`config.mk`:
```
export PLATFORM = sky130hd
export DESIGN_NAME = bsap_header_extractor
export DESIGN_NICKNAME = d
export VERILOG_FILES = /design/src/hw/rtl/bsap_pkg.sv /design/src/hw/rtl/bsap_header_extractor.sv
export VERILOG_INCLUDE_DIRS = /design/src /design/src/hw/rtl
export SDC_FILE = /design/constraint.sdc
export NUM_CORES = 1
export LEC_CHECK = 0
export BUFFER_PORTS_ARGS = -buffer_cell sky130_fd_sc_hd__buf_2
export CORE_ASPECT_RATIO = 1.1
export CORE_MARGIN = 2
export CORE_UTILIZATION = 33
export CTS_CLUSTER_DIAMETER = 50
export DETAILED_ROUTE_END_ITERATION = 12
export PLACE_DENSITY = 0.54
export SYNTH_ARGS = -nofsm -noshare
export SYNTH_HDL_FRONTEND = slang
export SYNTH_SLANG_ARGS = --single-unit
```
`constraint.sdc`:
```
create_clock -name i_clk -period 5.3 [get_ports i_clk]
set_clock_uncertainty 0.1 [all_clocks]
set_input_delay 1.06 -clock i_clk [delete_from_list [all_inputs] [get_ports i_clk]]
set_output_delay 1.06 -clock i_clk [all_outputs]
set_load 0.05 [all_outputs]
```
`src/hw/rtl/bsap_header_extractor_defines.svh`:
```
// assertion helpers for the header extractor
`ifndef BSAP_HEADER_EXTRACTOR_DEFINES_SVH
`define BSAP_HEADER_EXTRACTOR_DEFINES_SVH

// same-cycle implication, checked out of reset
`define BSAP_ASSERT_NOW(label, pre, post, msg) \
    label: assert property (@(posedge i_clk) disable iff (!i_rst_n) \
        (pre) |-> (post)) else $error(msg);

// next-cycle implication, checked out of reset
`define BSAP_ASSERT_NEXT(label, pre, post, msg) \
    label: assert property (@(posedge i_clk) disable iff (!i_rst_n) \
        (pre) |=> (post)) else $error(msg);

`endif

```
`src/hw/rtl/bsap_pkg.sv`:
```
package bsap_pkg;

    localparam int unsigned POS_W = 16;
    localparam logic [POS_W-1:0] MAX_PAYLOAD_BYTES = 16'hFFFF;

    localparam logic [15:0] TUNNEL_MAGIC = 16'h0210;
    localparam int unsigned GLOBAL_BIT = 7;
    localparam logic [7:0]  NAK_CODE = 8'h95;

    localparam logic [POS_W-1:0] NATIVE_HDR = 16'd4;
    localparam logic [POS_W-1:0] LOCAL_HDR  = 16'd9;
    localparam logic [POS_W-1:0] GLOBAL_HDR = 16'd14;
    localparam logic [POS_W-1:0] LEAD_LEN   = 16'd2;

    typedef logic [1:0] t_kind;

    localparam t_kind KIND_SHORT  = 2'd0;
    localparam t_kind KIND_NATIVE = 2'd1;
    localparam t_kind KIND_LOCAL  = 2'd2;
    localparam t_kind KIND_GLOBAL = 2'd3;

endpackage

```
`src/hw/rtl/bsap_header_extractor.sv`:
```
// header extractor for frames carried in a udp payload
// input channel: one payload byte per request on i_data_byte, with
//   i_last_byte marking the final byte; i_valid / o_stall handshake
// output channel: one result per payload, presented on the o_ field ports
//   with o_valid; the receiver holds it with i_stall
// a byte is registered in the input register when accepted and folded
//   into the parse state from there; a payload's result is loaded into
//   the result register (o_valid) as its last byte leaves the input register
// throughput is one byte per cycle unless a final byte waits; a new
//   byte is taken while a result still waits at the output register
// when the receiver stalls, the result holds; non-final bytes keep
//   flowing, and only a final byte waits, raising o_stall until the
//   output register frees up
// reset clears the byte counter, all parse field registers and both
//   valid flags; after each final byte the field state clears again
module bsap_header_extractor
    import bsap_pkg::*;
(
    input  logic        i_clk,
    input  logic        i_rst_n,

    input  logic        i_valid,
    output logic        o_stall,
    input  logic [7:0]  i_data_byte,
    input  logic        i_last_byte,

    output logic        o_valid,
    input  logic        i_stall,
    output logic [1:0]  o_frame_kind,
    output logic [6:0]  o_node_address,
    output logic [7:0]  o_serial_number,
    output logic [15:0] o_first_word,
    output logic [15:0] o_second_word,
    output logic [7:0]  o_control_byte,
    output logic [7:0]  o_dest_function,
    output logic [15:0] o_sequence_number,
    output logic [7:0]  o_src_function,
    output logic [7:0]  o_node_status,
    output logic [15:0] o_trailing_count,
    output logic        o_nak_seen
);

`include "bsap_header_extractor_defines.svh"

    // input register
    logic             r_in_valid;
    logic [7:0]       r_in_byte;
    logic             r_in_last;

    // parse state
    logic [POS_W-1:0] r_pos;
    logic [15:0]      r_lead;
    logic [7:0]       r_addr;
    logic [7:0]       r_ser;
    logic [15:0]      r_word_a;
    logic [15:0]      r_word_b;
    logic [7:0]       r_ctl;
    logic [7:0]       r_dfun;
    logic [15:0]      r_seq;
    logic [7:0]       r_sfun;
    logic [7:0]       r_nsb;

    // state with the current byte folded in
    logic [POS_W-1:0] n_pos;
    logic [15:0]      n_lead;
    logic [7:0]       n_addr;
    logic [7:0]       n_ser;
    logic [15:0]      n_word_a;
    logic [15:0]      n_word_b;
    logic [7:0]       n_ctl;
    logic [7:0]       n_dfun;
    logic [15:0]      n_seq;
    logic [7:0]       n_sfun;
    logic [7:0]       n_nsb;

    // result register
    logic             r_out_valid;
    t_kind            r_kind;
    logic [6:0]       r_node_address;
    logic [7:0]       r_serial_number;
    logic [15:0]      r_first_word;
    logic [15:0]      r_second_word;
    logic [7:0]       r_control_byte;
    logic [7:0]       r_dest_function;
    logic [15:0]      r_sequence_number;
    logic [7:0]       r_src_function;
    logic [7:0]       r_node_status;
    logic [15:0]      r_trailing_count;
    logic             r_nak_seen;

    // result from the folded state
    t_kind            res_kind;
    logic [6:0]       res_node_address;
    logic [7:0]       res_serial_number;
    logic [15:0]      res_first_word;
    logic [15:0]      res_second_word;
    logic [7:0]       res_control_byte;
    logic [7:0]       res_dest_function;
    logic [15:0]      res_sequence_number;
    logic [7:0]       res_src_function;
    logic [7:0]       res_node_status;
    logic [15:0]      res_trailing_count;
    logic             res_nak_seen;

    logic             out_free;
    logic             advance;
    logic             in_accept;
    logic             out_load;
    logic             is_tunnel;
    logic             addr_glob;
    logic             res_global;
    logic [POS_W-1:0] hdr_len;

    // handshake
    assign out_free  = !r_out_valid || !i_stall;
    assign advance   = r_in_valid && (!r_in_last || out_free);
    assign o_stall   = r_in_valid && !advance;
    assign in_accept = i_valid && !o_stall;
    assign out_load  = advance && r_in_last;

    // field capture by byte position
    assign is_tunnel = (r_lead == TUNNEL_MAGIC);
    assign addr_glob = r_addr[GLOBAL_BIT];

    always_comb begin
        n_lead   = r_lead;
        n_addr   = r_addr;
        n_ser    = r_ser;
        n_word_a = r_word_a;
        n_word_b = r_word_b;
        n_ctl    = r_ctl;
        n_dfun   = r_dfun;
        n_seq    = r_seq;
        n_sfun   = r_sfun;
        n_nsb    = r_nsb;
        case (r_pos)
            16'd0: n_lead[7:0]  = r_in_byte;
            16'd1: n_lead[15:8] = r_in_byte;
            16'd2: begin
                if (is_tunnel) begin
                    n_addr = r_in_byte;
                end else begin
                    n_word_b[7:0] = r_in_byte;
                end
            end
            16'd3: begin
                if (is_tunnel) begin
                    n_ser = r_in_byte;
                end else begin
                    n_word_b[15:8] = r_in_byte;
                end
            end
            16'd4: begin
                if (is_tunnel && addr_glob) begin
                    n_word_a[7:0] = r_in_byte;
                end else if (is_tunnel) begin
                    n_dfun = r_in_byte;
                end
            end
            16'd5: begin
                if (is_tunnel && addr_glob) begin
                    n_word_a[15:8] = r_in_byte;
                end else if (is_tunnel) begin
                    n_seq[7:0] = r_in_byte;
                end
            end
            16'd6: begin
                if (is_tunnel && addr_glob) begin
                    n_word_b[7:0] = r_in_byte;
                end else if (is_tunnel) begin
                    n_seq[15:8] = r_in_byte;
                end
            end
            16'd7: begin
                if (is_tunnel && addr_glob) begin
                    n_word_b[15:8] = r_in_byte;
                end else if (is_tunnel) begin
                    n_sfun = r_in_byte;
                end
            end
            16'd8: begin
                if (is_tunnel && addr_glob) begin
                    n_ctl = r_in_byte;
                end else if (is_tunnel) begin
                    n_nsb = r_in_byte;
                end
            end
            16'd9:  if (is_tunnel && addr_glob) n_dfun       = r_in_byte;
            16'd10: if (is_tunnel && addr_glob) n_seq[7:0]   = r_in_byte;
            16'd11: if (is_tunnel && addr_glob) n_seq[15:8]  = r_in_byte;
            16'd12: if (is_tunnel && addr_glob) n_sfun       = r_in_byte;
            16'd13: if (is_tunnel && addr_glob) n_nsb        = r_in_byte;
            default: ;
        endcase
    end

    // byte count saturates at the payload limit
    assign n_pos = (r_pos < MAX_PAYLOAD_BYTES) ? r_pos + 1'b1 : r_pos;

    // result decode
    assign res_global = n_addr[GLOBAL_BIT];
    assign hdr_len    = res_global ? GLOBAL_HDR : LOCAL_HDR;

    always_comb begin
        res_kind            = KIND_SHORT;
        res_node_address    = '0;
        res_serial_number   = '0;
        res_first_word      = '0;
        res_second_word     = '0;
        res_control_byte    = '0;
        res_dest_function   = '0;
        res_sequence_number = '0;
        res_src_function    = '0;
        res_node_status     = '0;
        res_trailing_count  = '0;
        res_nak_seen        = 1'b0;
        if (n_pos >= LEAD_LEN) begin
            if (n_lead == TUNNEL_MAGIC) begin
                if (n_pos >= hdr_len) begin
                    res_kind            = res_global ? KIND_GLOBAL : KIND_LOCAL;
                    res_node_address    = n_addr[6:0];
                    res_serial_number   = n_ser;
                    if (res_global) begin
                        res_first_word   = n_word_a;
                        res_second_word  = n_word_b;
                        res_control_byte = n_ctl;
                    end
                    res_dest_function   = n_dfun;
                    res_sequence_number = n_seq;
                    res_src_function    = n_sfun;
                    res_node_status     = n_nsb;
                    res_trailing_count  = n_pos - hdr_len;
                    res_nak_seen        = (n_dfun == NAK_CODE) || (n_sfun == NAK_CODE);
                end
            end else if (n_pos >= NATIVE_HDR) begin
                res_kind           = KIND_NATIVE;
                res_first_word     = n_lead;
                res_second_word    = n_word_b;
                res_trailing_count = n_pos - NATIVE_HDR;
            end
        end
    end

    // input register
    always_ff @(posedge i_clk) begin
        if (!i_rst_n) begin
            r_in_valid <= 1'b0;
        end else if (in_accept) begin
            r_in_valid <= 1'b1;
        end else if (advance) begin
            r_in_valid <= 1'b0;
        end
    end

    always_ff @(posedge i_clk) begin
        if (in_accept) begin
            r_in_byte <= i_data_byte;
            r_in_last <= i_last_byte;
        end
    end

    // parse state, cleared after each final byte
    always_ff @(posedge i_clk) begin
        if (!i_rst_n || out_load) begin
            r_pos    <= '0;
            r_lead   <= '0;
            r_addr   <= '0;
            r_ser    <= '0;
            r_word_a <= '0;
            r_word_b <= '0;
            r_ctl    <= '0;
            r_dfun   <= '0;
            r_seq    <= '0;
            r_sfun   <= '0;
            r_nsb    <= '0;
        end else if (advance) begin
            r_pos    <= n_pos;
            r_lead   <= n_lead;
            r_addr   <= n_addr;
            r_ser    <= n_ser;
            r_word_a <= n_word_a;
            r_word_b <= n_word_b;
            r_ctl    <= n_ctl;
            r_dfun   <= n_dfun;
            r_seq    <= n_seq;
            r_sfun   <= n_sfun;
            r_nsb    <= n_nsb;
        end
    end

    // result register
    always_ff @(posedge i_clk) begin
        if (!i_rst_n) begin
            r_out_valid <= 1'b0;
        end else if (out_load) begin
            r_out_valid <= 1'b1;
        end else if (!i_stall) begin
            r_out_valid <= 1'b0;
        end
    end

    always_ff @(posedge i_clk) begin
        if (out_load) begin
            r_kind            <= res_kind;
            r_node_address    <= res_node_address;
            r_serial_number   <= res_serial_number;
            r_first_word      <= res_first_word;
            r_second_word     <= res_second_word;
            r_control_byte    <= res_control_byte;
            r_dest_function   <= res_dest_function;
            r_sequence_number <= res_sequence_number;
            r_src_function    <= res_src_function;
            r_node_status     <= res_node_status;
            r_trailing_count  <= res_trailing_count;
            r_nak_seen        <= res_nak_seen;
        end
    end

    assign o_valid           = r_out_valid;
    assign o_frame_kind      = r_kind;
    assign o_node_address    = r_node_address;
    assign o_serial_number   = r_serial_number;
    assign o_first_word      = r_first_word;
    assign o_second_word     = r_second_word;
    assign o_control_byte    = r_control_byte;
    assign o_dest_function   = r_dest_function;
    assign o_sequence_number = r_sequence_number;
    assign o_src_function    = r_src_function;
    assign o_node_status     = r_node_status;
    assign o_trailing_count  = r_trailing_count;
    assign o_nak_seen        = r_nak_seen;

    `BSAP_ASSERT_NOW(a_short_is_empty,
        r_out_valid && (r_kind == KIND_SHORT),
        (r_trailing_count == '0) && (r_first_word == '0) && !r_nak_seen,
        "too-short result carries header data")
    `BSAP_ASSERT_NOW(a_native_no_nak,
        r_out_valid && (r_kind == KIND_NATIVE),
        !r_nak_seen && (r_dest_function == '0) && (r_node_address == '0),
        "native result carries tunnel fields")
    `BSAP_ASSERT_NEXT(a_clear_after_last,
        out_load,
        (r_pos == '0) && (r_lead == '0) && r_out_valid,
        "parse state not cleared after final byte")
    `BSAP_ASSERT_NOW(a_stall_needs_pending,
        o_stall,
        r_in_valid && r_in_last && r_out_valid && i_stall,
        "input stalled without a blocked final byte")

endmodule

```
---- Word level (Yosys, flattened, before mapping) ----
Index checks and enable logic that the tools add are counted.
operators by class
  add/sub/neg operators ................... 3
  $lt $le $gt $ge ......................... 4
  eq/ne operators ......................... 18
  mux-type cells .......................... 59
  reduce and logical (&&, ||, !) cells .... 19
operators by type and width
  cell                                                                                   number
  8-bit 2-to-1 mux                                                                       31
  16-bit 2-to-1 mux                                                                      12
  8-bit one-hot mux with 2 select lines                                                  7
  16-bit by 4-bit equality test with 1-bit output (second input constant)                6
  16-bit by 3-bit equality test with 1-bit output (second input constant)                4
  16-bit by 10-bit equality test with 1-bit output (second input constant)               2
  16-bit by 2-bit equality test with 1-bit output (second input constant)                2
  16-bit by 1-bit adder with 16-bit output (second input constant)                       1
  16-bit by 1-bit equality test with 1-bit output (second input constant)                1
  8-bit equality test (second input constant)                                            2
  16-bit by 2-bit greater-or-equal comparator with 1-bit output (second input constant)  1
  16-bit by 3-bit greater-or-equal comparator with 1-bit output (second input constant)  1
  16-bit by 4-bit greater-or-equal comparator with 1-bit output                          1
  16-bit zero test                                                                       1
  16-bit less-than comparator (second input constant)                                    1
  16-bit by 3-bit subtractor with 16-bit output (second input constant)                  1
  16-bit by 4-bit subtractor with 16-bit output                                          1
  1-bit zero test                                                                        6
  1-bit 2-to-1 mux                                                                       6
  1-bit logical AND                                                                      5
  1-bit logical OR                                                                       4
  2-bit 2-to-1 mux                                                                       2
  4-bit AND reduction                                                                    1
  3-bit 2-to-1 mux                                                                       1
  other kinds (3)                                                                        3
storage, ports and cells
  register bits ........................... 253

---- Logic depth before layout (Yosys ltp) ----
Gate-level depths: netlist (run 1).
  depth after elaboration ................. 9
  depth in mapped cells ................... 17

---- Worst setup path before layout (run 1) ----
No wires, ideal clock.
  path kind ............................... input to register
  start point ............................. input port i_stall
  end point ............................... register r_control_byte[0], in the netlist o_control_byte[0] (enable)
  setup time .............................. 0.467 ns
  data arrival time ....................... 3.837 ns
  data required time ...................... 4.733 ns
  setup slack ............................. 0.896 ns
  stages .................................. 5
  buffers on the path ..................... 1
  cell sequence ........................... nand3_1 -> and2_1 -> clkbuf_1 -> nand2_1 -> inv_1
between the ends
  cells in the longest elaborated chain, start to end .. 5
ends and longest elaborated chain
  what                  line                          text
  start, declared       bsap_header_extractor.sv:28   input logic i_stall,
  1-bit zero test       --
  1-bit logical OR      bsap_header_extractor.sv:115  assign out_free = !r_out_valid || !i_stall;
  1-bit logical OR      bsap_header_extractor.sv:116  assign advance = r_in_valid && (!r_in_last || out_free);
  1-bit logical AND     bsap_header_extractor.sv:116
  1-bit logical AND     bsap_header_extractor.sv:119  assign out_load = advance && r_in_last;
  net out_load          bsap_header_extractor.sv:108  logic out_load;
  end signal, assigned  bsap_header_extractor.sv:309  r_control_byte <= res_control_byte;
  end, declared         bsap_header_extractor.sv:83   logic [7:0] r_control_byte;
The timed path passes the listed nets, and every way through them passes these cells.
A chain may end at the register's enable or synchronous reset.

---- Final worst setup path (run 1) ----
  start point ............................. register r_pos[0]
  end point ............................... register r_trailing_count[15], in the netlist o_trailing_count[15] (data pin)
between the ends
  cells in the longest elaborated chain, start to end .. 6
  elaborated cells on any way between the ends .. 19
ends and longest elaborated chain
  what                                                                                              line                          text
  start, declared                                                                                   bsap_header_extractor.sv:51   logic [POS_W-1:0] r_pos;
  start signal, assigned                                                                            bsap_header_extractor.sv:277  r_pos <= n_pos;
  parallel branches: the longest is 6 deep, another holds 16-bit by 1-bit adder with 16-bit output  --
  end signal, assigned                                                                              bsap_header_extractor.sv:314  r_trailing_count <= res_trailing_count;
  end, declared                                                                                     bsap_header_extractor.sv:88   logic [15:0] r_trailing_count;
Parallel ways; which one is timed is not known.

==> results of run 1 <==
-- kinds of logic after synthesis --
family                   after synthesis
AO/OA/AOI/OAI                        244
XOR/XNOR                              23
adder cells (fa/ha/maj)                8
buffers and inverters                105
flip-flops                           253
multiplexers                          97
AND/OR/NAND/NOR                      559
-- state kept, by name (all words and copies together), names as in the netlist, 16 cells and up --
signal and count:
r_pos 16, r_word_b 16, r_word_a 16, o_second_word 16, r_seq 16, o_first_word 16
r_lead 16, o_trailing_count 16, o_sequence_number 16
-- metal layers --
metal | vias up | track usage (%) | part of all wire (%)
li1 | 4735 | - | -
met1 | 4768 | 23.9 | 45
met2 | 291 | 29.6 | 48
met3 | 56 | 2.62 | 5.4
met4 | 0 | 5.23 | 2.4
met5 | - | 0 | 0
-- layout make-up --
| cell class | instances | area [um2] |
|---|---|---|
| clock inverter | 15 | 108 |
| inverter | 15 | 58.8 |
| timing repair buffer | 156 | 888 |
| fill | 3652 | 22000 |
| tap | 487 | 609 |
| clock buffer | 39 | 795 |
| sequential | 253 | 6300 |
| multi-input combinational | 931 | 5270 |
-- worst max-delay path: cells and delay by family (launching register included) --
family	cells	cell delay, ps
AND/OR/NAND/NOR	3	1120
flip-flops	1	460
buffers and inverters	2	420
multiplexers	2	570
AO/OA/AOI/OAI	4	1190
XOR/XNOR	1	160
adder cells (fa/ha/maj)	2	450
-- worst min path at each step --
| stage | end | cells past startpoint | slack, ps | startpoint |
|---|---|---|---|---|
| after global placement | r_ser[0]$_SDFFE_PP0P_ | 2 | 340 | r_ser[0]$_SDFFE_PP0P_ |
| after global routing | r_ser[5]$_SDFFE_PP0P_ | 2 | 370 | r_ser[5]$_SDFFE_PP0P_ |
| after floorplan | r_nsb[0]$_SDFFE_PP0P_ | 2 | 330 | r_nsb[0]$_SDFFE_PP0P_ |
| after detailed placement | r_seq[12]$_SDFFE_PP0P_ | 2 | 350 | r_seq[12]$_SDFFE_PP0P_ |
| after CTS | r_ser[5]$_SDFFE_PP0P_ | 2 | 350 | r_ser[5]$_SDFFE_PP0P_ |
| final | r_nsb[2]$_SDFFE_PP0P_ | 2 | 350 | r_nsb[2]$_SDFFE_PP0P_ |
-- Yosys cell counts, types with 10 or more instances --
cell type	count	area [um2]
sky130_fd_sc_hd__mux2i_1	92	921
sky130_fd_sc_hd__nand4_1	20	125
sky130_fd_sc_hd__buf_2	24	120
sky130_fd_sc_hd__o21ai_0	15	75.1
sky130_fd_sc_hd__xnor2_1	14	123
sky130_fd_sc_hd__a21oi_1	156	781
sky130_fd_sc_hd__o22ai_1	28	175
sky130_fd_sc_hd__inv_1	13	48.8
sky130_fd_sc_hd__edfxtp_1	123	3690
sky130_fd_sc_hd__nor2_1	114	428
sky130_fd_sc_hd__nand3_1	35	175
sky130_fd_sc_hd__dfxtp_1	130	2600
sky130_fd_sc_hd__nor3_1	10	50.1
sky130_fd_sc_hd__and2_1	10	62.6
sky130_fd_sc_hd__clkbuf_1	57	214
sky130_fd_sc_hd__nand2_1	302	1130
-- through the flow --
step                      power [uW]  std cells  hold slack [ps]  utilization (%)
after CTS                       4390       1896              354             39.0
final                           4340       1896              351             39.0
after global placement          2480       1842              339             36.5
after global routing            4490       1896              369             39.0
after floorplan                 2380       1289              332                -
after detailed placement        2480       1842              345             36.5
-- power by group through the flow --
stage / registers, uW / clock network, uW / logic (uW)
2_1_floorplan: 2200 / 0 / 181
3_3_place_gp: 2140 / 0 / 344
3_5_place_dp: 2140 / 0 / 343
4_1_cts: 2100 / 1950 / 345
5_1_grt: 2100 / 2020 / 371
6_report: 2100 / 1900 / 344
==> metrics.md, run 1 <==
| Metric | Value |
|---|---|
| Count of nets after finishing | `approximately 1.4k` |
| Cell area reported after detailed placement | `approximately 13000 um2` |
| Share of the clock period used by the worst path after layout | `between 80% and 90%` |
| Routability congestion estimate from global placement | `approximately 0.85` |
| Synth Area in XOR/XNOR | `approximately 1.7%` |
| CTS Buffer Depth | `3` |
| HPWL after detailed placement | `between 20000 and 25000 um` |
| CP cell instances | `ha_1 > buf_4 > nand4_1 > or4_1 > mux2_4 > xnor2_1 > ha_1 > o21ai_0 > a2111oi_1 > o41ai_4 > buf_4 > o22ai_1 > nor2b_1 > mux2_2` |
| Fin crit period | `4600 ps` |
| Category of the most critical setup path | `flop to flop` |
| Standby leakage power | `roughly 0.0051 uW` |
| Compound-cell area share of the yosys netlist | `approximately 12%` |
| Highest cell delay on the worst timing path | `between 700 and 800 ps` |
| Count of mapped cells out of synthesis | `1289` |
| Clock sinks | `around 250` |
| Number of primary I/O pins | `approximately 130` |
| Multiplexer share of the synthesized area | `under 10%` |
| Antenna violations before repair | `0` |
| Final-layout setup total negative slack | `0 ps` |
| VDD IR max | `approximately 0.24 mV` |
| Cell area after synthesis | `about 12000 um2` |
| Effective utilization at floorplan | `33.3%` |
| Setup repair after global routing missed its margin | `false` |
| Std-Cell Rows | `73` |
| GRT Util Overall | `approximately 18%` |
| Sequential cell fraction of total power | `between 40% and 50%` |
| Clock slew at reported path FFs | `60 ps` |
| Post-synthesis share of cell area spent on full adders, half adders and majority gates | `less than 1%` |
| Leading cell type in the layout, fill and taps excluded | `sky130_fd_sc_hd__nand2_1` |
| Highest net fanout along the worst path | `13` |
| Input/output buffers | `about 130` |
| Post-CTS Setup Repair Bufs | `0` |
| Register bit total from synthesis | `between 200 and 300` |
| Share of synthesized cell area in and, or, nand and nor gates | `between 20% and 30%` |
| Wire length after detailed routing | `~34000 um` |
| Final ANT Viol Nets | `0` |
| Required @ worst endpoint | `between 5000 and 6000 ps` |
| DIE HEIGHT | `204 um` |
| Worst setup timing slack at the placement stage | `about 800 ps` |
| Largest family of logic cells by synthesized area | `simple AND/OR/NAND/NOR gates` |
| Final-report max-slew violation count | `0` |
| WP data arrival | `~5000 ps` |
| Leftover overflow at the end of global routing | `0` |
| Most frequent cells in the layout | `sky130_fd_sc_hd__nand2_1, sky130_fd_sc_hd__a21oi_1, sky130_fd_sc_hd__dfxtp_1` |
| Floorplan die width | `~190 um` |
| Category of the worst setup path launch point | `flop` |
| Slew at the pin with the worst max-slew slack | `1090 ps` |
| Launch instance of the worst register-to-register path | `r_pos[0]$_SDFFE_PP0P_` |
| Initial DRT Pass Iterations | `5` |
| Switching power total | `~1100 uW` |
| Register-to-register path setup slack | `700 ps` |
| Antenna diodes | `0` |
| Ratio of cells with drive above 1 in the final layout | `16.4%` |
| Clock tree from TritonCTS | `built` |
| Total of hold buffers inserted after clock tree synthesis | `0` |
| Wire length of the first global-routing pass | `roughly 53000 um` |
| Post-synthesis average cell area | `just over 9 um2` |
| Part of the total power dissipated in combinational logic | `7.9%` |
| Last element of the critical path | `o_trailing_count[15]$_SDFFCE_PP0P_` |
| Worst skew pair latency | `570 ps` |
| Outcome | `finished, final reports clean` |
| Internal power | `3230 uW` |
| Resized cells post-CTS | `0` |
| Reg-to-reg critical path endpoint | `o_trailing_count[15]$_SDFFCE_PP0P_` |
| Detailed-route vias per instance | `between 5 and 6` |
| Post-DR wirelength/cell | `18.0 um` |
| Setup violation total in the final timing report | `0` |
| Classification of the worst-slack hold path | `flop to flop` |
| Number of cell instances on the worst register-to-register path | `14` |
| Worst Setup Slack, final | `between 700 and 800 ps` |
| Clock buffers created by TritonCTS | `29` |
| Synth Warn # | `0` |
| Critical path origin | `r_pos[0]$_SDFFE_PP0P_` |
| Number of enable-type register cells in the synthesized netlist | `~120` |
| Power share of the clock group | `between 40% and 50%` |
| DIE AREA | `between 30000 and 40000 um2` |
| Switching part of the total | `between 20% and 30%` |
| Synthesized netlist net count | `1310` |
| Core region area | `36000 um2` |
| Capturing element type of the critical path | `flop` |
| Final number of hold-violating endpoints | `0` |
| CTS H-tree depth | `1` |
| Pwr dens | `~310 nW/um2` |
| Relative max-transition margin | `between 20% and 30%` |
| Vias in the first global route | `about 9.5k` |
| Number of different library cells in the post-synthesis netlist | `about 70` |
| Synth async-reset ratio | `0%` |
| Commonest register cell after synthesis | `sky130_fd_sc_hd__dfxtp_1` |
| DRC marker count from the first detailed-route iteration | `between 800 and 900` |
| Pin count of the biggest net entering global routing | `67` |
| Post-route standard cell area excluding fillers | `between 10000 and 15000 um2` |
| Worst-path cell with the longest stage delay | `sky130_fd_sc_hd__or4_1` |
| Total via count after detailed routing | `a little under 10k` |
| Number of design rule violations left after detail routing | `0` |
| Clock tree root driver cell | `sky130_fd_sc_hd__clkbuf_16` |
| Number of maximum-capacitance violations | `0` |
| Top achievable clock speed | `around 0.22 GHz` |
| Area growth from synthesis to final layout | `17.0%` |
| Part of the Yosys area used for sequential elements | `a little over half` |
Power figures use the tool's default switching activity.
==> run 2: changes to the inputs <==
clock period = 4.8 ns   (was 5.3 ns; I/O delays follow)
==> run 2 against run 1 <==
  * Combinational power up 13%
  * Register-to-register slack worse by 280 ps
  * Clock power up 26%
  * Final area up 1.7%
  * Critical path type unchanged
  * Non-clock buffer count up 10
  * Worst setup slack worse by 280 ps
  * Global-route usage up 0.064 points
  * Critical path depth down 2
  * Worst hold slack about the same
  * Flip-flop and latch count unchanged
  * Cell count up 0.63%
  * Routed wire length up 0.88%
==> metrics.md, run 2 (synthesis gave the netlist of run 1 again) <==
| Metric | Value |
|---|---|
| Worst Setup Slack, final | `424 ps (-277 ps)` |
| WP data arrival | `4700 ps (-230 ps)` |
| Detailed-route vias per instance | `5.20 (about the same)` |
| Setup violation total in the final timing report | `0 (unchanged)` |
| DIE HEIGHT | `204 um (unchanged)` |
| Top achievable clock speed | `0.229 GHz (+5.1%)` |
| Number of maximum-capacitance violations | `0 (unchanged)` |
| Input/output buffers | `128 (unchanged)` |
| Pwr dens | `357 nW/um2 (+15%)` |
| Post-DR wirelength/cell | `18.0 um (+0.24%)` |
| Post-CTS Setup Repair Bufs | `0 (unchanged)` |
| Slew at the pin with the worst max-slew slack | `1050 ps (-41.0 ps)` |
| Clock slew at reported path FFs | `60 ps (about the same)` |
| Last element of the critical path | `o_trailing_count[15]$_SDFFCE_PP0P_` |
| DRC marker count from the first detailed-route iteration | `759 (-11%)` |
| Capturing element type of the critical path | `flop` |
| Category of the most critical setup path | `flop to flop` |
| Antenna violations before repair | `0 (unchanged)` |
| Total via count after detailed routing | `9917 (+0.68%)` |
| Critical path origin | `r_pos[0]$_SDFFE_PP0P_` |
| Most frequent cells in the layout | `sky130_fd_sc_hd__nand2_1, sky130_fd_sc_hd__a21oi_1, sky130_fd_sc_hd__dfxtp_1` |
| Final-layout setup total negative slack | `0 ps (unchanged)` |
| DIE AREA | `37900 um2 (unchanged)` |
| Crit-path most repeated cell | `sky130_fd_sc_hd__ha_1` |
| Clock sinks | `253 (unchanged)` |
| Internal power | `3850 uW (+19%)` |
| Floorplan die width | `186 um (unchanged)` |
| Vias in the first global route | `9393 (-0.89%)` |
| Clock buffers created by TritonCTS | `30 (+3.4%)` |
| Final number of hold-violating endpoints | `0 (unchanged)` |
| Wire length after detailed routing | `34400 um (+0.88%)` |
| Switching power total | `1240 uW (+12%)` |
| Number of cell instances on the worst register-to-register path | `12 (-2)` |
| Standby leakage power | `0.00525 uW (+2.3%)` |
| VDD IR max | `0.261 mV (+7.7%)` |
| GRT Util Overall | `17.9% (+0.064 points)` |
| HPWL after detailed placement | `22500 um (+2.2%)` |
| Register-to-register path setup slack | `420 ps (-280 ps)` |
| Clock tree from TritonCTS | `built` |
| CTS H-tree depth | `1 (unchanged)` |
| Relative max-transition margin | `29.3% (+2.3 points)` |
| Core region area | `36000 um2 (unchanged)` |
| Highest net fanout along the worst path | `10 (-3)` |
| Wire length of the first global-routing pass | `53400 um (+0.53%)` |
| CTS Buffer Depth | `3 (unchanged)` |
| Area taken by multi-input logic gates | `5270 um2 (unchanged)` |
| Initial DRT Pass Iterations | `5 (unchanged)` |
| Ratio of cells with drive above 1 in the final layout | `17.4% (+0.99 points)` |
| Number of primary I/O pins | `129 (unchanged)` |
| Leading cell type in the layout, fill and taps excluded | `sky130_fd_sc_hd__nand2_1` |
| Post-layout util | `39.6% (+0.65 points)` |
| Launch instance of the worst register-to-register path | `r_pos[0]$_SDFFE_PP0P_` |
| Category of the worst setup path launch point | `flop` |
| Worst skew pair latency | `570 ps (about the same)` |
| CP cell instances | `ha_1 > nand4_1 > or4_1 > mux2_4 > xnor2_1 > ha_1 > o21ai_0 > a2111oi_1 > o41ai_4 > o22ai_1 > nor2b_1 > mux2_2` |
| Final-report max-slew violation count | `0 (unchanged)` |
| Required @ worst endpoint | `5120 ps (-510 ps)` |
| Worst setup timing slack at the placement stage | `470 ps (-310 ps)` |
| Fill cell total of the finished layout | `3660 (+0.22%)` |
| Sequential cell fraction of total power | `45.5% (-2.8 points)` |
| Leftover overflow at the end of global routing | `0 (unchanged)` |
| Area growth from synthesis to final layout | `19.0%` |
| Worst-path cell with the longest stage delay | `sky130_fd_sc_hd__or4_1` |
| Setup repair after global routing missed its margin | `false` |
| Std-Cell Rows | `73 (unchanged)` |
| Effective utilization at floorplan | `33.3% (unchanged)` |
| Power share of the clock group | `46.9% (+3.1 points)` |
| Highest cell delay on the worst timing path | `740 ps (about the same)` |
| Share of the clock period used by the worst path after layout | `91.2% (+4.4 points)` |
| Resized cells post-CTS | `0 (unchanged)` |
| Pin count of the biggest net entering global routing | `65 (-3.0%)` |
| Antenna diodes | `0 (unchanged)` |
| Final ANT Viol Nets | `0 (unchanged)` |
| Classification of the worst-slack hold path | `flop to flop` |
| Total of hold buffers inserted after clock tree synthesis | `0 (unchanged)` |
| Outcome | `finished, final reports clean` |
| Number of design rule violations left after detail routing | `0 (unchanged)` |
| Fin crit period | `4380 ps (-223 ps)` |
| Routability congestion estimate from global placement | `0.872 (+3.1%)` |
| Reg-to-reg critical path endpoint | `o_trailing_count[15]$_SDFFCE_PP0P_` |
| Area occupied by registers | `6300 um2 (unchanged)` |
| Clock tree root driver cell | `sky130_fd_sc_hd__clkbuf_16` |
| Count of nets after finishing | `1418 (+0.78%)` |
| Part of the total power dissipated in combinational logic | `7.6% (-0.3 points)` |
| Switching part of the total | `24.3% (-1.2 points)` |
-- run 2: layer usage --
| layer | part of all wire [%] | GRT usage (%) | vias up | wire length [um] |
|---|---|---|---|---|
| met3 | 5.4 | 2.10 | 38 | 1840 |
| li1 | - | - | 4778 | - |
| met5 | 0 | 0 | - | 0 |
| met4 | 1.6 | 4.84 | 0 | 538 |
| met2 | 48 | 29.5 | 275 | 16400 |
| met1 | 45 | 24.7 | 4826 | 15600 |
-- run 2: worst min-delay path by stage --
stage / to / from / cells past startpoint
4_1_cts: r_ctl[0]$_SDFFE_PP0P_ / r_ctl[0]$_SDFFE_PP0P_ / 2
2_1_floorplan: r_nsb[0]$_SDFFE_PP0P_ / r_nsb[0]$_SDFFE_PP0P_ / 2
3_5_place_dp: r_ser[2]$_SDFFE_PP0P_ / r_ser[2]$_SDFFE_PP0P_ / 2
6_report: r_nsb[7]$_SDFFE_PP0P_ / r_nsb[7]$_SDFFE_PP0P_ / 2
3_3_place_gp: r_nsb[2]$_SDFFE_PP0P_ / r_nsb[2]$_SDFFE_PP0P_ / 2
5_1_grt: r_seq[5]$_SDFFE_PP0P_ / r_seq[5]$_SDFFE_PP0P_ / 2
-- run 2: cell type report --
class	instances	share of cell area, %
Sequential cell	253	44.2
Inverter	15	0.412
Tap cell	487	4.27
Clock buffer	37	5.59
Multi-Input combinational cell	931	37.0
Clock inverter	19	1.77
Timing Repair Buffer	166	6.84
-- run 2: power by group through the flow --
stage / combinational (uW) / sequential (uW) / clock [uW]
after floorplan: 200 / 2430 / 0
after global placement: 386 / 2360 / 0
after detailed placement: 388 / 2360 / 0
after CTS: 389 / 2310 / 2440
after global routing: 417 / 2320 / 2520
final: 389 / 2310 / 2390
-- run 2: worst max-delay path: cells and delay by family (launching register included) --
| family | cells | cell delay, ps |
|---|---|---|
| AOI/OAI and AO/OA | 4 | 1320 |
| xor gates and xnor gates | 1 | 160 |
| adders and majority gates | 2 | 460 |
| DFF | 1 | 470 |
| muxes | 2 | 590 |
| and+or+nand+nor | 3 | 1140 |
-- run 2: stage by stage --
step                      power, uW  hold slack [ps]  cell area, um2  std cells
after floorplan                2630              332           12000       1289
after global placement         2750              338           13200       1852
after detailed placement       2750              344           13200       1852
after CTS                      5140              353           14300       1908
after global routing           5260              369           14300       1908
final                          5090              350           14300       1908
==> run 3: changes to the inputs <==
PLACE_DENSITY = not set   (was 0.54)
REMOVE_ABC_BUFFERS = 1   (was not set)
==> run 3 against run 2 <==
  * Via count is 1.8% lower
  * Critical path depth is 2 higher
  * Routed wire length is 3.0% lower
  * Maximum frequency is 1.2% lower
  * First-iteration DRC count is 8.3% lower
  * Total power is 6.1% lower
  * Die area stayed put
  * Worst setup slack worse by 51 ps
  * Combinational power is 3% lower
  * Non-clock buffer count stayed put
==> metrics.md, run 3 (synthesis gave the netlist of run 1 again) <==
| Metric | Value |
|---|---|
| Count of nets after finishing | `1416 (-0.14%)` |
| Post-DR wirelength/cell | `17.5 um (-2.8%)` |
| Worst Setup Slack, final | `373 ps (-51.4 ps)` |
| Classification of the worst-slack hold path | `flop to flop` |
| Input/output buffers | `128 (unchanged)` |
| Number of cell instances on the worst register-to-register path | `14 (+2)` |
| Worst skew pair latency | `550 ps (-20 ps)` |
| WP data arrival | `4720 ps (+20 ps)` |
| Fill cell total of the finished layout | `3624 (-0.98%)` |
| Capturing element type of the critical path | `flop` |
| Initial DRT Pass Iterations | `5 (unchanged)` |
| Sequential cell fraction of total power | `48.5% (+3.0 points)` |
| Detailed-routed wire length on met2 | `16000 um (-2.2%)` |
| Final-layout setup total negative slack | `0 ps (unchanged)` |
| Reg-to-reg critical path endpoint | `o_control_byte[5]$_SDFFCE_PN0P_` |
| Routability congestion estimate from global placement | `0.895 (+2.7%)` |
| Switching power total | `1170 uW (-5.0%)` |
| Outcome | `finished, final reports clean` |
| Final ANT Viol Nets | `0 (unchanged)` |
| Resized cells post-CTS | `0 (unchanged)` |
| Effective utilization at floorplan | `33.3% (unchanged)` |
| Total of hold buffers inserted after clock tree synthesis | `0 (unchanged)` |
| Part of the total power dissipated in combinational logic | `7.9% (+0.3 points)` |
| Most frequent cells in the layout | `sky130_fd_sc_hd__nand2_1, sky130_fd_sc_hd__a21oi_1, sky130_fd_sc_hd__dfxtp_1` |
| DRC marker count from the first detailed-route iteration | `696 (-8.3%)` |
| Total via count after detailed routing | `9734 (-1.8%)` |
| Setup violation total in the final timing report | `0 (unchanged)` |
| Post-CTS Setup Repair Bufs | `0 (unchanged)` |
| Area growth from synthesis to final layout | `17.6%` |
| Category of the worst setup path launch point | `flop` |
| Switching part of the total | `24.6% (+0.28 points)` |
| Vias in the first global route | `9267 (-1.3%)` |
| Wire length after detailed routing | `33300 um (-3.0%)` |
| Number of design rule violations left after detail routing | `0 (unchanged)` |
| CTS Buffer Depth | `3 (unchanged)` |
| Leading cell type in the layout, fill and taps excluded | `sky130_fd_sc_hd__nand2_1` |
| Launch instance of the worst register-to-register path | `r_pos[0]$_SDFFE_PP0P_` |
| HPWL after detailed placement | `21800 um (-3.1%)` |
| DRT met1 WL | `14900 um (-4.3%)` |
| Clock slew at reported path FFs | `60 ps (about the same)` |
| VDD IR max | `0.242 mV (-7.6%)` |
| Sum of internal, switching and leakage power | `4780 uW (-6.1%)` |
| Number of maximum-capacitance violations | `0 (unchanged)` |
| Antenna diodes | `0 (unchanged)` |
| Ratio of cells with drive above 1 in the final layout | `16.9% (-0.44 points)` |
| Wire length of the first global-routing pass | `51300 um (-3.8%)` |
| Number of primary I/O pins | `129 (unchanged)` |
| Top achievable clock speed | `0.226 GHz (-1.2%)` |
| Pwr dens | `339 nW/um2 (-5.0%)` |
| Uppermost layer routed | `met4` |
| Clock sinks | `253 (unchanged)` |
| Detailed-route vias per instance | `5.11 (-1.6%)` |
| Category of the most critical setup path | `flop to flop` |
| Floorplan die width | `186 um (unchanged)` |
| Standby leakage power | `0.00517 uW (-1.6%)` |
| Pin count of the biggest net entering global routing | `76 (+17%)` |
| Share of the clock period used by the worst path after layout | `92.2% (+1.1 points)` |
| Clock tree root driver cell | `sky130_fd_sc_hd__clkbuf_16` |
| Met3 WL | `1760 um (-4.1%)` |
| Fin crit period | `4430 ps (+51.4 ps)` |
| GRT Util Overall | `17.2% (-0.70 points)` |
| Internal power | `3610 uW (-6.4%)` |
| Post-layout util | `39.2% (-0.45 points)` |
| Clock tree from TritonCTS | `built` |
| Worst setup timing slack at the placement stage | `441 ps (-29.3 ps)` |
| DIE HEIGHT | `204 um (unchanged)` |
| Std-Cell Rows | `73 (unchanged)` |
| Antenna violations before repair | `0 (unchanged)` |
| Worst hold path startpoint | `r_ctl[6]$_SDFFE_PP0P_` |
| Required @ worst endpoint | `5100 ps (-20 ps)` |
| CTS H-tree depth | `1 (unchanged)` |
| Register-to-register path setup slack | `370 ps (-50 ps)` |
| Setup repair after global routing missed its margin | `false` |
| Final-report max-slew violation count | `0 (unchanged)` |
| Power share of the clock group | `43.6% (-3.3 points)` |
| Leftover overflow at the end of global routing | `0 (unchanged)` |
| Slew at the pin with the worst max-slew slack | `1020 ps (-35.0 ps)` |
| Highest net fanout along the worst path | `24 (+14)` |
| Last element of the critical path | `o_control_byte[5]$_SDFFCE_PN0P_` |
| Final number of hold-violating endpoints | `0 (unchanged)` |
| Relative max-transition margin | `31.7% (+2.4 points)` |
| Clock buffers created by TritonCTS | `28 (-6.7%)` |
| Core region area | `36000 um2 (unchanged)` |
| Critical path origin | `r_pos[0]$_SDFFE_PP0P_` |
| DIE AREA | `37900 um2 (unchanged)` |
## run 3: changes by cell type in the layout (fill, tap and decap cells not counted), sizes merged
cell	change
clkbuf	+6
clkinv	-6
bufinv	-5
clkinvlp	+1
## run 3: final cells by class
| cell class | instances | area (um2) | share of cell area (%) |
|---|---|---|---|
| Multi-Input combinational cell | 931 | 5270 | 37.4 |
| Clock buffer | 43 | 840 | 5.95 |
| Inverter | 15 | 58.8 | 0.417 |
| Sequential cell | 253 | 6300 | 44.7 |
| Tap cell | 487 | 609 | 4.32 |
| Timing Repair Buffer | 166 | 963 | 6.83 |
| Clock inverter | 9 | 61.3 | 0.435 |
## run 3: worst min-delay path by stage
| stage | endpoint | cells past startpoint |
|---|---|---|
| 6_report | r_ctl[6]$_SDFFE_PP0P_ | 2 |
| 5_1_grt | r_ctl[5]$_SDFFE_PP0P_ | 2 |
| 4_1_cts | r_ctl[5]$_SDFFE_PP0P_ | 2 |
| 3_5_place_dp | r_seq[11]$_SDFFE_PP0P_ | 2 |
| 3_3_place_gp | r_ser[6]$_SDFFE_PP0P_ | 2 |
| 2_1_floorplan | r_nsb[0]$_SDFFE_PP0P_ | 2 |
## run 3: critical path: stages (launching register included)
cell and delay, ps:
sky130_fd_sc_hd__dfxtp_1 470, sky130_fd_sc_hd__ha_1 210, sky130_fd_sc_hd__nand4_1 210, sky130_fd_sc_hd__or4_1 730, sky130_fd_sc_hd__nand2_1 250, sky130_fd_sc_hd__inv_1 140
sky130_fd_sc_hd__ha_1 320, sky130_fd_sc_hd__inv_1 230, sky130_fd_sc_hd__a21oi_1 90, sky130_fd_sc_hd__a2111oi_1 630, sky130_fd_sc_hd__o41ai_4 180, sky130_fd_sc_hd__inv_2 210
sky130_fd_sc_hd__nand2_1 90, sky130_fd_sc_hd__buf_4 240, sky130_fd_sc_hd__a21oi_1 170
## run 3: power by group through the flow
stage          clock (uW)  sequential [uW]  combinational (uW)
2_1_floorplan           0             2450                 167
3_3_place_gp            0             2360                 376
3_5_place_dp            0             2360                 378
4_1_cts              2130             2320                 379
5_1_grt              2220             2320                 405
6_report             2090             2320                 378
## run 3: metrics by stage
| stage | cell area [um2] | std cells | hold slack, ps |
|---|---|---|---|
| after floorplan | 11600 | 1199 | 332 |
| after global placement | 13200 | 1852 | 338 |
| after detailed placement | 13200 | 1852 | 344 |
| after CTS | 14100 | 1904 | 352 |
| after global routing | 14100 | 1904 | 367 |
| final | 14100 | 1904 | 350 |
## run 3: metal layers
metal	global-route usage (%)	vias to the layer above
li1	-	4761
met1	23.2	4621
met2	28.4	303
met3	2.67	49
met4	4.75	0
met5	0	-
